**src/rtl/peer_liveness_table_aging_macros.svh**
```systemverilog
// Assertion macros shared by the peer liveness table RTL.
`ifndef PEER_LIVENESS_TABLE_AGING_MACROS_SVH
`define PEER_LIVENESS_TABLE_AGING_MACROS_SVH

// Same-cycle implication, checked out of reset.
`define PLTA_ASSERT_IMP(lbl, clk, rst_n, ante, cons) \
  lbl: assert property (@(posedge clk) disable iff (!rst_n) (ante) |-> (cons)) \
    else $error("plta assertion failed");

// Next-cycle implication, checked out of reset.
`define PLTA_ASSERT_NXT(lbl, clk, rst_n, ante, cons) \
  lbl: assert property (@(posedge clk) disable iff (!rst_n) (ante) |=> (cons)) \
    else $error("plta assertion failed");

`endif

```
**src/rtl/plta_pkg.sv**
```systemverilog
// Types and constants for the peer liveness table.
package plta_pkg;

  // Input beat: one heard message
  typedef struct packed {
    logic [15:0] src_port;
    logic [31:0] now_ms;
  } in_item_t;

  // Result beat
  typedef struct packed {
    logic [1:0]  event_kind;
    logic [15:0] event_port;
    logic [4:0]  live_count;
    logic        any_change;
    logic        last;
  } out_item_t;

  // Event kinds
  localparam logic [1:0] KIND_EXPIRED = 2'd0;
  localparam logic [1:0] KIND_NEW     = 2'd1;
  localparam logic [1:0] KIND_DROPPED = 2'd2;
  localparam logic [1:0] KIND_DONE    = 2'd3;

  localparam int          TTL_W     = 31;
  localparam logic [30:0] TTL_RESET = 31'd5000;

  // Controller states
  typedef enum logic [1:0] {
    ST_IDLE,
    ST_SWEEP,
    ST_INSERT,
    ST_DONE
  } plta_state_t;

  // Controller to datapath commands
  typedef struct packed {
    logic load;
    logic sweep;
    logic insert;
    logic finish;
  } ctrl_cmd_t;

  // Datapath to controller status
  typedef struct packed {
    logic sweep_last;
  } dp_stat_t;

endpackage

```
**src/rtl/peer_liveness_table_aging.sv**
```systemverilog
// Peer liveness table with TTL aging: top level.
//
// Usage: present a heard message (sender port, ms timestamp) on in_data and
// raise start while busy is low; that edge takes the beat. The block then
// walks every slot once, refreshing a matching entry and expiring stale ones
// (one expired beat per expiry, in slot order), then, if no entry matched,
// inserts the port or reports it dropped, and ends with a done beat
// (last = 1) carrying the live count and a change flag. Each result beat
// is on out_data for one cycle with out_strobe high; the receiver cannot
// stall it.
// Sequence: busy stays high through the sweep (one slot per cycle over the
// slot memories, which have one write port each and a registered read), then
// insert, then done; the done beat is on the outputs in the cycle busy falls,
// and the next message can be taken in that same cycle.
// Configuration: the cfg channel writes the 31-bit TTL; cfg_ready is always
// high. Write it only while busy is low.
// Reset: rst_n (synchronous) empties the table and sets the TTL to 5000 ms.
module peer_liveness_table_aging #(
  parameter int TABLE_ENTRIES = 16
) (
  input  logic                clk,
  input  logic                rst_n,
  input  logic                start,
  output logic                busy,
  input  plta_pkg::in_item_t  in_data,
  output logic                out_strobe,
  output plta_pkg::out_item_t out_data,
  input  logic                cfg_valid,
  output logic                cfg_ready,
  input  logic [30:0]         cfg_data
);
  import plta_pkg::*;

  ctrl_cmd_t cmd;
  dp_stat_t  stat;

  plta_ctrl u_ctrl (
    .clk   (clk),
    .rst_n (rst_n),
    .start (start),
    .busy  (busy),
    .stat  (stat),
    .cmd   (cmd)
  );

  plta_dp #(
    .TABLE_ENTRIES (TABLE_ENTRIES)
  ) u_dp (
    .clk        (clk),
    .rst_n      (rst_n),
    .cmd        (cmd),
    .stat       (stat),
    .in_data    (in_data),
    .out_strobe (out_strobe),
    .out_data   (out_data),
    .cfg_valid  (cfg_valid),
    .cfg_ready  (cfg_ready),
    .cfg_data   (cfg_data)
  );

endmodule

```
**src/rtl/plta_ctrl.sv**
```systemverilog
// Sequencer for the peer liveness table: accept, sweep, insert, done.
`include "peer_liveness_table_aging_macros.svh"
module plta_ctrl (
  input  logic                clk,
  input  logic                rst_n,
  input  logic                start,
  output logic                busy,
  input  plta_pkg::dp_stat_t  stat,
  output plta_pkg::ctrl_cmd_t cmd
);
  import plta_pkg::*;

  plta_state_t state_r, state_nxt;

  // State register
  always_ff @(posedge clk) begin
    if (!rst_n) begin
      state_r <= ST_IDLE;
    end else begin
      state_r <= state_nxt;
    end
  end

  // Next state and commands
  always_comb begin
    state_nxt  = state_r;
    cmd        = '0;
    busy       = 1'b1;
    unique case (state_r)
      ST_IDLE: begin
        busy = 1'b0;
        if (start) begin
          cmd.load  = 1'b1;
          state_nxt = ST_SWEEP;
        end
      end
      ST_SWEEP: begin
        cmd.sweep = 1'b1;
        if (stat.sweep_last) state_nxt = ST_INSERT;
      end
      ST_INSERT: begin
        cmd.insert = 1'b1;
        state_nxt  = ST_DONE;
      end
      ST_DONE: begin
        cmd.finish = 1'b1;
        state_nxt  = ST_IDLE;
      end
      default: state_nxt = ST_IDLE;
    endcase
  end

  // One item runs sweep, insert and done before the next is taken
  `PLTA_ASSERT_NXT(a_accept_sweeps, clk, rst_n, start && !busy, state_r == ST_SWEEP)
  `PLTA_ASSERT_NXT(a_insert_done, clk, rst_n, state_r == ST_INSERT, state_r == ST_DONE)
  `PLTA_ASSERT_NXT(a_done_idle, clk, rst_n, cmd.finish, !busy)

endmodule

```
**src/rtl/plta_dp.sv**
```systemverilog
// Datapath: slot tables, sweep compare, live count, TTL register, result register.
`include "peer_liveness_table_aging_macros.svh"
module plta_dp #(
  parameter int TABLE_ENTRIES = 16
) (
  input  logic                  clk,
  input  logic                  rst_n,
  input  plta_pkg::ctrl_cmd_t   cmd,
  output plta_pkg::dp_stat_t    stat,
  input  plta_pkg::in_item_t    in_data,
  output logic                  out_strobe,
  output plta_pkg::out_item_t   out_data,
  input  logic                  cfg_valid,
  output logic                  cfg_ready,
  input  logic [30:0]           cfg_data
);
  import plta_pkg::*;

  localparam int IDX_W = (TABLE_ENTRIES > 1) ? $clog2(TABLE_ENTRIES) : 1;
  localparam int CNT_W = $clog2(TABLE_ENTRIES + 1);
  localparam logic [IDX_W-1:0] LAST_IDX = IDX_W'(TABLE_ENTRIES - 1);

  // Masks a live count to the 5-bit result field
  function automatic logic [4:0] to_live(input logic [CNT_W-1:0] c);
    logic [CNT_W+4:0] w;
    w = {5'd0, c};
    return w[4:0];
  endfunction

  // Slot tables: valid bits in flops, port and seen time in memories
  logic [TABLE_ENTRIES-1:0] valid_r;
  logic [15:0]              mem_port [TABLE_ENTRIES];
  logic [31:0]              mem_time [TABLE_ENTRIES];
  logic [15:0]              rd_port_r;
  logic [31:0]              rd_time_r;
  logic [IDX_W-1:0]         rd_addr;

  // Per-item state
  logic [IDX_W-1:0] idx_r, free_idx_r;
  logic [15:0]      port_r;
  logic [31:0]      now_r;
  logic             matched_r, changed_r, free_found_r, all_exp_r;
  logic [CNT_W-1:0] cnt_r;
  logic [30:0]      ttl_r;

  // Result register
  logic      out_strobe_r;
  out_item_t out_data_r;

  // Sweep compare
  logic        cur_valid, hit, expire, ins_ok;
  logic [31:0] age;
  logic [CNT_W-1:0] cnt_dec, cnt_inc;

  assign cur_valid = valid_r[idx_r];
  assign hit       = cur_valid && (rd_port_r == port_r);
  assign age       = now_r - rd_time_r;
  assign expire    = cur_valid && !hit && (age > {1'b0, ttl_r});
  assign cnt_dec   = cnt_r - 1'b1;
  assign cnt_inc   = cnt_r + 1'b1;
  assign ins_ok    = cmd.insert && !matched_r && free_found_r;

  assign stat.sweep_last = (idx_r == LAST_IDX);

  // Read the next slot while comparing this one; slot 0 is prefetched when idle
  always_comb begin
    if (cmd.sweep) begin
      rd_addr = (idx_r == LAST_IDX) ? idx_r : idx_r + 1'b1;
    end else begin
      rd_addr = '0;
    end
  end

  // Memories: one write port each, registered read
  always_ff @(posedge clk) begin
    rd_port_r <= mem_port[rd_addr];
    rd_time_r <= mem_time[rd_addr];
    if (ins_ok) begin
      mem_port[free_idx_r] <= port_r;
    end
    if (cmd.sweep && hit) begin
      mem_time[idx_r] <= now_r;
    end else if (ins_ok) begin
      mem_time[free_idx_r] <= now_r;
    end
  end

  // TTL register
  assign cfg_ready = 1'b1;
  always_ff @(posedge clk) begin
    if (!rst_n) begin
      ttl_r <= TTL_RESET;
    end else if (cfg_valid && cfg_ready) begin
      ttl_r <= cfg_data;
    end
  end

  // Control state: valid bits, live count, sweep flags
  always_ff @(posedge clk) begin
    if (!rst_n) begin
      valid_r      <= '0;
      cnt_r        <= '0;
      idx_r        <= '0;
      matched_r    <= 1'b0;
      changed_r    <= 1'b0;
      free_found_r <= 1'b0;
      all_exp_r    <= 1'b0;
    end else begin
      priority if (cmd.load) begin
        idx_r        <= '0;
        matched_r    <= 1'b0;
        changed_r    <= 1'b0;
        free_found_r <= 1'b0;
        all_exp_r    <= 1'b1;
      end else if (cmd.sweep) begin
        if (idx_r != LAST_IDX) idx_r <= idx_r + 1'b1;
        if (hit) matched_r <= 1'b1;
        if (expire) begin
          valid_r[idx_r] <= 1'b0;
          cnt_r          <= cnt_dec;
          changed_r      <= 1'b1;
        end else begin
          all_exp_r <= 1'b0;
        end
        if (!free_found_r && (!cur_valid || expire)) free_found_r <= 1'b1;
      end else if (ins_ok) begin
        valid_r[free_idx_r] <= 1'b1;
        cnt_r               <= cnt_inc;
        changed_r           <= 1'b1;
      end else if (cmd.finish) begin
        idx_r <= '0;
      end else begin
        idx_r <= idx_r;
      end
    end
  end

  // Lowest free slot of the sweep
  always_ff @(posedge clk) begin
    if (cmd.sweep && !free_found_r && (!cur_valid || expire)) begin
      free_idx_r <= idx_r;
    end
  end

  // Input beat capture
  always_ff @(posedge clk) begin
    if (cmd.load) begin
      port_r <= in_data.src_port;
      now_r  <= in_data.now_ms;
    end
  end

  // Result beat
  always_ff @(posedge clk) begin
    if (!rst_n) begin
      out_strobe_r <= 1'b0;
    end else begin
      out_strobe_r <= (cmd.sweep && expire) || cmd.finish ||
                      (cmd.insert && !matched_r && (!free_found_r || !all_exp_r));
    end
  end

  always_ff @(posedge clk) begin
    out_data_r.any_change <= 1'b0;
    out_data_r.last       <= 1'b0;
    priority if (cmd.sweep) begin
      out_data_r.event_kind <= KIND_EXPIRED;
      out_data_r.event_port <= rd_port_r;
      out_data_r.live_count <= to_live(cnt_dec);
    end else if (cmd.insert) begin
      out_data_r.event_port <= port_r;
      if (free_found_r) begin
        out_data_r.event_kind <= KIND_NEW;
        out_data_r.live_count <= to_live(cnt_inc);
      end else begin
        out_data_r.event_kind <= KIND_DROPPED;
        out_data_r.live_count <= to_live(cnt_r);
      end
    end else begin
      out_data_r.event_kind <= KIND_DONE;
      out_data_r.event_port <= port_r;
      out_data_r.live_count <= to_live(cnt_r);
      out_data_r.any_change <= changed_r;
      out_data_r.last       <= 1'b1;
    end
  end

  assign out_strobe = out_strobe_r;
  assign out_data   = out_data_r;

  `PLTA_ASSERT_IMP(a_cnt_bound, clk, rst_n, 1'b1, cnt_r <= CNT_W'(TABLE_ENTRIES))
  `PLTA_ASSERT_NXT(a_insert_valid, clk, rst_n, ins_ok, valid_r[$past(free_idx_r)])
  `PLTA_ASSERT_NXT(a_hit_stays, clk, rst_n, cmd.sweep && hit, valid_r[$past(idx_r)])

endmodule
```
**config.mk**
```make
export PLATFORM = sky130hd
export DESIGN_NAME = peer_liveness_table_aging
export DESIGN_NICKNAME = d
export VERILOG_FILES = /design/src/rtl/plta_pkg.sv /design/src/rtl/peer_liveness_table_aging.sv /design/src/rtl/plta_ctrl.sv /design/src/rtl/plta_dp.sv
export VERILOG_INCLUDE_DIRS = /design/src /design/src/rtl
export SDC_FILE = /design/constraint.sdc
export NUM_CORES = 1
export LEC_CHECK = 0
export BUFFER_PORTS_ARGS = -buffer_cell sky130_fd_sc_hd__buf_2
export CORE_ASPECT_RATIO = 0.6
export CORE_MARGIN = 2
export CORE_UTILIZATION = 40
export CTS_CLUSTER_SIZE = 12
export DETAILED_ROUTE_END_ITERATION = 16
export PLACE_DENSITY = 0.65
export SLEW_MARGIN = 15
export SYNTH_ARGS = -nofsm -noshare
export SYNTH_HDL_FRONTEND = slang
export SYNTH_HIERARCHICAL = 1
export SYNTH_SLANG_ARGS = --single-unit
```
**constraint.sdc**
```tcl
create_clock -name clk -period 8.8 [get_ports clk]
set_input_delay 1.32 -clock clk [delete_from_list [all_inputs] [get_ports clk]]
set_output_delay 1.32 -clock clk [all_outputs]
set_load 0.005 [all_outputs]
```
## Word level (Yosys, flattened, before mapping)

Memory sizes are Yosys's and may differ from the RTL's. A register that Yosys moved wholly into a read port is not among the register bits.
Index checks and enable logic that the tools add are counted.

| storage, ports and cells | value |
|---|---|
| input bits | 83 |
| memories kept | 2 |
| memory bits (writable) | 768 |
| register bits | 140 |

| operators by class | value |
|---|---|
| bitwise logic cells | 5 |
| $lt $le $gt $ge | 5 |
| $add $sub $neg | 4 |
| mux-type cells | 47 |
| equal/unequal tests | 12 |
| reduce and logical (&&, ||, !) cells | 36 |

Memory list:

| name | depth | width | rd ports | clocked after memory_dff | write ports | RTL line | source |
|---|---|---|---|---|---|---|---|
| u_dp.mem_time | 16 | 32 | 1 | 1 | 1 | plta_dp.sv:33 | `logic [31:0] mem_time [TABLE_ENTRIES];` |
| u_dp.mem_port | 16 | 16 | 1 | 1 | 1 | plta_dp.sv:32 | `logic [15:0] mem_port [TABLE_ENTRIES];` |

Operator list:

| kind | number |
|---|---|
| 16-bit two-way mux | 3 |
| 32-bit by 31-bit > comparator with 1-bit output | 1 |
| 32-bit two-way mux | 1 |
| 32-bit OR reduction | 1 |
| 32-bit subtractor | 1 |
| 4-bit two-way mux | 7 |
| 1-bit two-way mux | 23 |
| 23-bit two-way mux | 1 |
| 21-bit two-way mux | 1 |
| 5-bit two-way mux | 4 |
| 16-bit AND | 1 |
| 16-bit equality test | 1 |
| 16-bit NOT | 1 |
| 16-bit OR | 1 |
| 1-bit logical AND | 13 |
| 4-bit by 5-bit less-than comparator with 1-bit output, second input constant | 2 |
| 2-bit != test, second input constant | 5 |
| 2-bit AND reduction | 5 |
| 1-bit demux with 4-bit select | 2 |
| 4-bit by 1-bit >= comparator with 1-bit output, second input constant | 2 |
| 2-bit case mux with 4 select lines | 1 |
| 2-bit two-way mux | 3 |
| 3-bit AND reduction | 2 |
| 2-bit nonzero test | 3 |
| other kinds (14) | 24 |

## Logic depth before layout (Yosys ltp)

| depth | value |
|---|---|
| word-level depth | 9 |
| mapped depth | 21 |
| mapped depth without buffers | 21 |

## Hierarchy

The synthesis kept the hierarchy.

By module, submodules not included:

| module | area an instance (µm²) | times used | cells an instance |
|---|---|---|---|
| plta_dp | 38119.1 | 1 | 2174 |
| plta_ctrl | 173.9 | 1 | 19 |

## Worst setup path after synthesis

No wires, ideal clock.

| path | value |
|---|---|
| path kind | register -> register |
| start | reg u_dp.now_r[0] |
| end | reg u_dp.free_idx_r[0] (enable) |
| data arrival time | 4887 ps |
| cell stages (with the launch flop) | 22 |
| setup time | 329 ps |
| clock period less this slack | 5216 ps |
| setup slack | 3584 ps |
| data required time | 8471 ps |
| path buffers | 0 |
| cells stage by stage | edfxtp_1 -> inv_1 -> ha_1 -> inv_1 -> fa_1 -> a21o_1 -> a221oi_1 -> a2bb2oi_1 -> nand3b_1 -> a221o_1 -> o311ai_0 -> a21oi_1 -> xor2_1 -> ha_1 -> nand2_1 -> or3_1 -> or2_2 -> o22ai_1 -> o31ai_1 -> a31oi_4 -> o21ai_0 -> nor2_1 |

| between the ends | value |
|---|---|
| word-level cells in the longest chain between the ends | 5 |

Ends and longest elaborated chain:

| what | RTL line | source |
|---|---|---|
| start, declared | plta_dp.sv:41 | `logic [31:0] now_r;` |
| start signal, assigned | plta_dp.sv:149 | `now_r <= in_data.now_ms;` |
| 32-bit subtractor | plta_dp.sv:57 | `assign age = now_r - rd_time_r;` |
| 32-bit by 31-bit > comparator with 1-bit output | plta_dp.sv:58 | `assign expire = cur_valid && !hit && (age > {1'b0, ttl_r});` |
| 1-bit logical AND | plta_dp.sv:58 |  |
| 1-bit logical OR | plta_dp.sv:140 | `if (cmd.sweep && !free_found_r && (!cur_valid \|\| expire)) begin` |
| 1-bit logical AND | plta_dp.sv:140 |  |
| end signal, assigned | plta_dp.sv:141 | `free_idx_r <= idx_r;` |
| end, declared | plta_dp.sv:39 | `logic [IDX_W-1:0] idx_r, free_idx_r;` |

Every way passes these cells.
A chain may end at the register's enable or synchronous reset.

## Worst setup path in the final report

Same ends and word-level chain as after synthesis.

==> results.cfg <==
[placement]
dp_cells = 3499
place.gp.congestion = 0.871
dp_hpwl_mm = 53.6
port_buffers = 109

[synthesis]
synthesis.area_um2 = 38300
synth-seq-cells = 956
yosysSeqAreaShare = 0.714
async_flop_share = 0
synth_ff_type = edfxtp_1
synth_area_per_cell_um2 = 17.5
synthCells = 2193
yosys_warnings = 6
synth_fp_nets = 2350
synth_cell_type_count = 73
synth_edf_count = 820

[hold_path]
min_to = u_dp/valid_r[15]
hold_path_depth = 2
hp-start = u_dp/valid_r[15]
min_path_type = reg -> reg

[power_and_ir_drop]
power.density_nw_per_um2 = 277
irDropWorstVdd_mv = 0.160
p_leak_nw = 14.4

[clock_network]
clk_pin_slew_worst_paths_ps = 60
htreeDepth = 3
cts.sinks = 956
tritoncts.num_buffers = 91
cts_resized = 0
cts-hold-fix-buffers = 0
ctsRootBufferMaster = clkbuf_16
cts_tree = yes
post_cts_buffers = 0
clk_latency_ps = 680
cts_buffer_depth = 3

[setup_path]
timing.critical_path.cells = inv_1 > ha_1 > inv_1 > fa_1 > a21o_1 > a221oi_1 > a2bb2oi_1 > nand3b_1 > a221o_1 > o311ai_0 > a21oi_1 > xor2_1 > ha_1 > nand2_1 > or3_1 > or2_2 > o22ai_1 > o31ai_1 > a31oi_4 > o21ai_0 > nor2_1
r2r_slack_ps = 2330
worstReg2RegStart = u_dp/now_r[0]
crit_type = reg -> reg
critPathSlowestCell = edfxtp_1
reg2reg_to = u_dp/free_idx_r[0]
crit_arrival_ps = 6790
ff2ff_path_depth = 21
cp-end-kind = flop
cp_slowest_stage_delay_ps = 570
critical-path-top-delay-family = compound AO/OA/AOI/OAI gates
cp_num_buf_inv = 2
cp.required_ps = 9120
cp-start-kind = flop
crit_path_max_fanout = 17

[floorplan]
io_pins = 111
die_w_um = 403
initial_core_util = 0.406
die_area_um2 = 98300
coreArea_um2 = 94400
rows = 87
die_h_um = 244

[cells_and_area]
final_common_cell = edfxtp_1
finalNetCount = 2503
final_cell_count_no_fill = 3670
final_cell_mix = edfxtp_1 (820), mux4_2 (196), nand2_1 (153), dfxtp_1 (136), buf_2 (109)
drive_gt1_frac = 0.219
syn_to_final_growth_pct = 12.9

[global_route]
grt_pass1_wl_mm = 133
grt_usage = 0.185
overflow = 0
grt_pass1_vias = 20400
grt_max_degree = 125
antenna_found_initial = 5

[sta]
maxSlewViolCount = 0
slew_headroom = 0.269
skew_ps = 28.0
finalSetupViolCount = 0
setup_tns_ps = 0
finalHoldViolations = 0
layout_min_cycle_time_ps = 6470
timing.fmax_ghz = 0.155
worst_pin_slew_ps = 1070
rsz0062_at_grt = false
fin_crit_sh = 0.735

[route]
route.vias.total = 20600
ant_nets = 0
avgViaCountPerCell = 5.61
totalWireLength_mm = 91.4
drc = 0
dr.pass1.iters = 6
drt_iter0_drc = 2374
wl_per_cell_um = 24.9

[status]
status = finished, final reports clean

[flow_run]
max_cap_viol_count = 0
==> logic make-up (layout without fill, tap and decap cells) <==
| logic type | count (synthesis) | count (layout) | share of synthesized area |
|---|---|---|---|
| compound gates | 283 | 283 | 0.0529 |
| xor+xnor | 49 | 49 | 0.0112 |
| fa+ha+maj | 74 | 74 | 0.0244 |
| buf+inv | 183 | 411 | 0.0200 |
| flops | 956 | 956 | 0.714 |
| mux | 245 | 245 | 0.129 |
| other cells | 1 | 4 | 0.0000979 |
| simple gates | 402 | 402 | 0.0486 |
==> state kept, by name (all words and copies together), names as in the netlist, 5 cells and up <==
name and cells:
u_dp/out_data 25, u_dp/ttl_r 31, u_dp/mem_time 512, u_dp/valid_r 16, u_dp/cnt_r 5, u_dp/rd_time_r 32
u_dp/rd_port_r 16, u_dp/port_r 16, u_dp/now_r 32, u_dp/mem_port 256
==> area by class of cell <==
type	instances	area, µm²
clock inverters	5	58.8
multi-input cells	1054	10300
well taps	1246	1560
inverters	88	330
clock buffers	163	2670
flip-flops and latches	956	27300
repair buffers	155	928
fillers	7914	51100
diodes	3	7.51
==> power breakdown <==
part	leakage (nW)	switching (mW)	internal [mW]
Sequential	8.53	0.299	5.33
Combinational	4.54	1.41	1.25
Clock	1.30	1.63	2.05
==> metrics by stage <==
stage / hold slack, ps / worst slack, ps / cell area [µm²] / power [mW] / util
final: 492 / 2330 / 43200 / 12.0 / 0.458
after global routing: 492 / 1820 / 43200 / 12.5 / 0.458
after CTS: 485 / 2390 / 43200 / 12.0 / 0.458
after detailed placement: 471 / 2430 / 40500 / 8.37 / 0.429
after global placement: 455 / 2600 / 40500 / 8.30 / 0.429
after floorplan: 431 / 3580 / 38300 / 7.63 / -
==> cell usage after synthesis (7+ instances only) <==
master    instances  share of area
inv_1            87         0.0085
buf_2            21         0.0027
o221a_2          16         0.0047
dfxtp_1         136          0.071
o21a_1            7         0.0014
a21o_1           17         0.0033
a21oi_1          48         0.0063
and2_1           54         0.0088
o21ai_0          29         0.0038
nand4_1          11         0.0018
mux2i_1          32         0.0084
mux4_2          196           0.12
nand3_1          11         0.0014
and3_1            7         0.0011
xnor2_1          40         0.0091
buf_4            14         0.0027
nand2_1         154          0.015
edfxtp_1        820           0.64
nor2b_1          12         0.0020
nor3_1           11         0.0014
mux2_2           17         0.0050
o211ai_1          9         0.0018
a31oi_1          56         0.0091
xor2_1            9         0.0021
nor2_1          105          0.010
clkbuf_1         46         0.0045
a211oi_1         53          0.010
ha_1             73          0.024
nand2b_1         10         0.0016
buf_1            14         0.0014
==> worst max path at each step <==
stage                        from                 end  slack [ps]  cells after the start
finish              u_dp/now_r[0]  u_dp/free_idx_r[0]        2330                     21
global route        u_dp/now_r[0]  u_dp/free_idx_r[0]        1820                     21
CTS                 u_dp/now_r[0]  u_dp/free_idx_r[0]        2390                     21
detailed placement  u_dp/now_r[0]  u_dp/free_idx_r[0]        2430                     21
global placement    u_dp/now_r[0]  u_dp/free_idx_r[0]        2600                     21
floorplan           u_dp/now_r[0]  u_dp/free_idx_r[0]        3580                     21
==> layer usage <==
layer	vias to the layer above	share of wire	global-route usage
met5	-	0	0
met4	0	0.018	0.0431
met3	121	0.087	0.0399
met2	870	0.43	0.263
met1	10600	0.46	0.287
li1	8953	-	-
==> worst min-delay path, delay by kind of cell (launching register included) <==
kind,cells,cell delay [ps]
flip-flops,1,320
AND/OR/NAND/NOR,1,60
AO/OA/AOI/OAI,1,60
(Power assumes the default switching activity.)
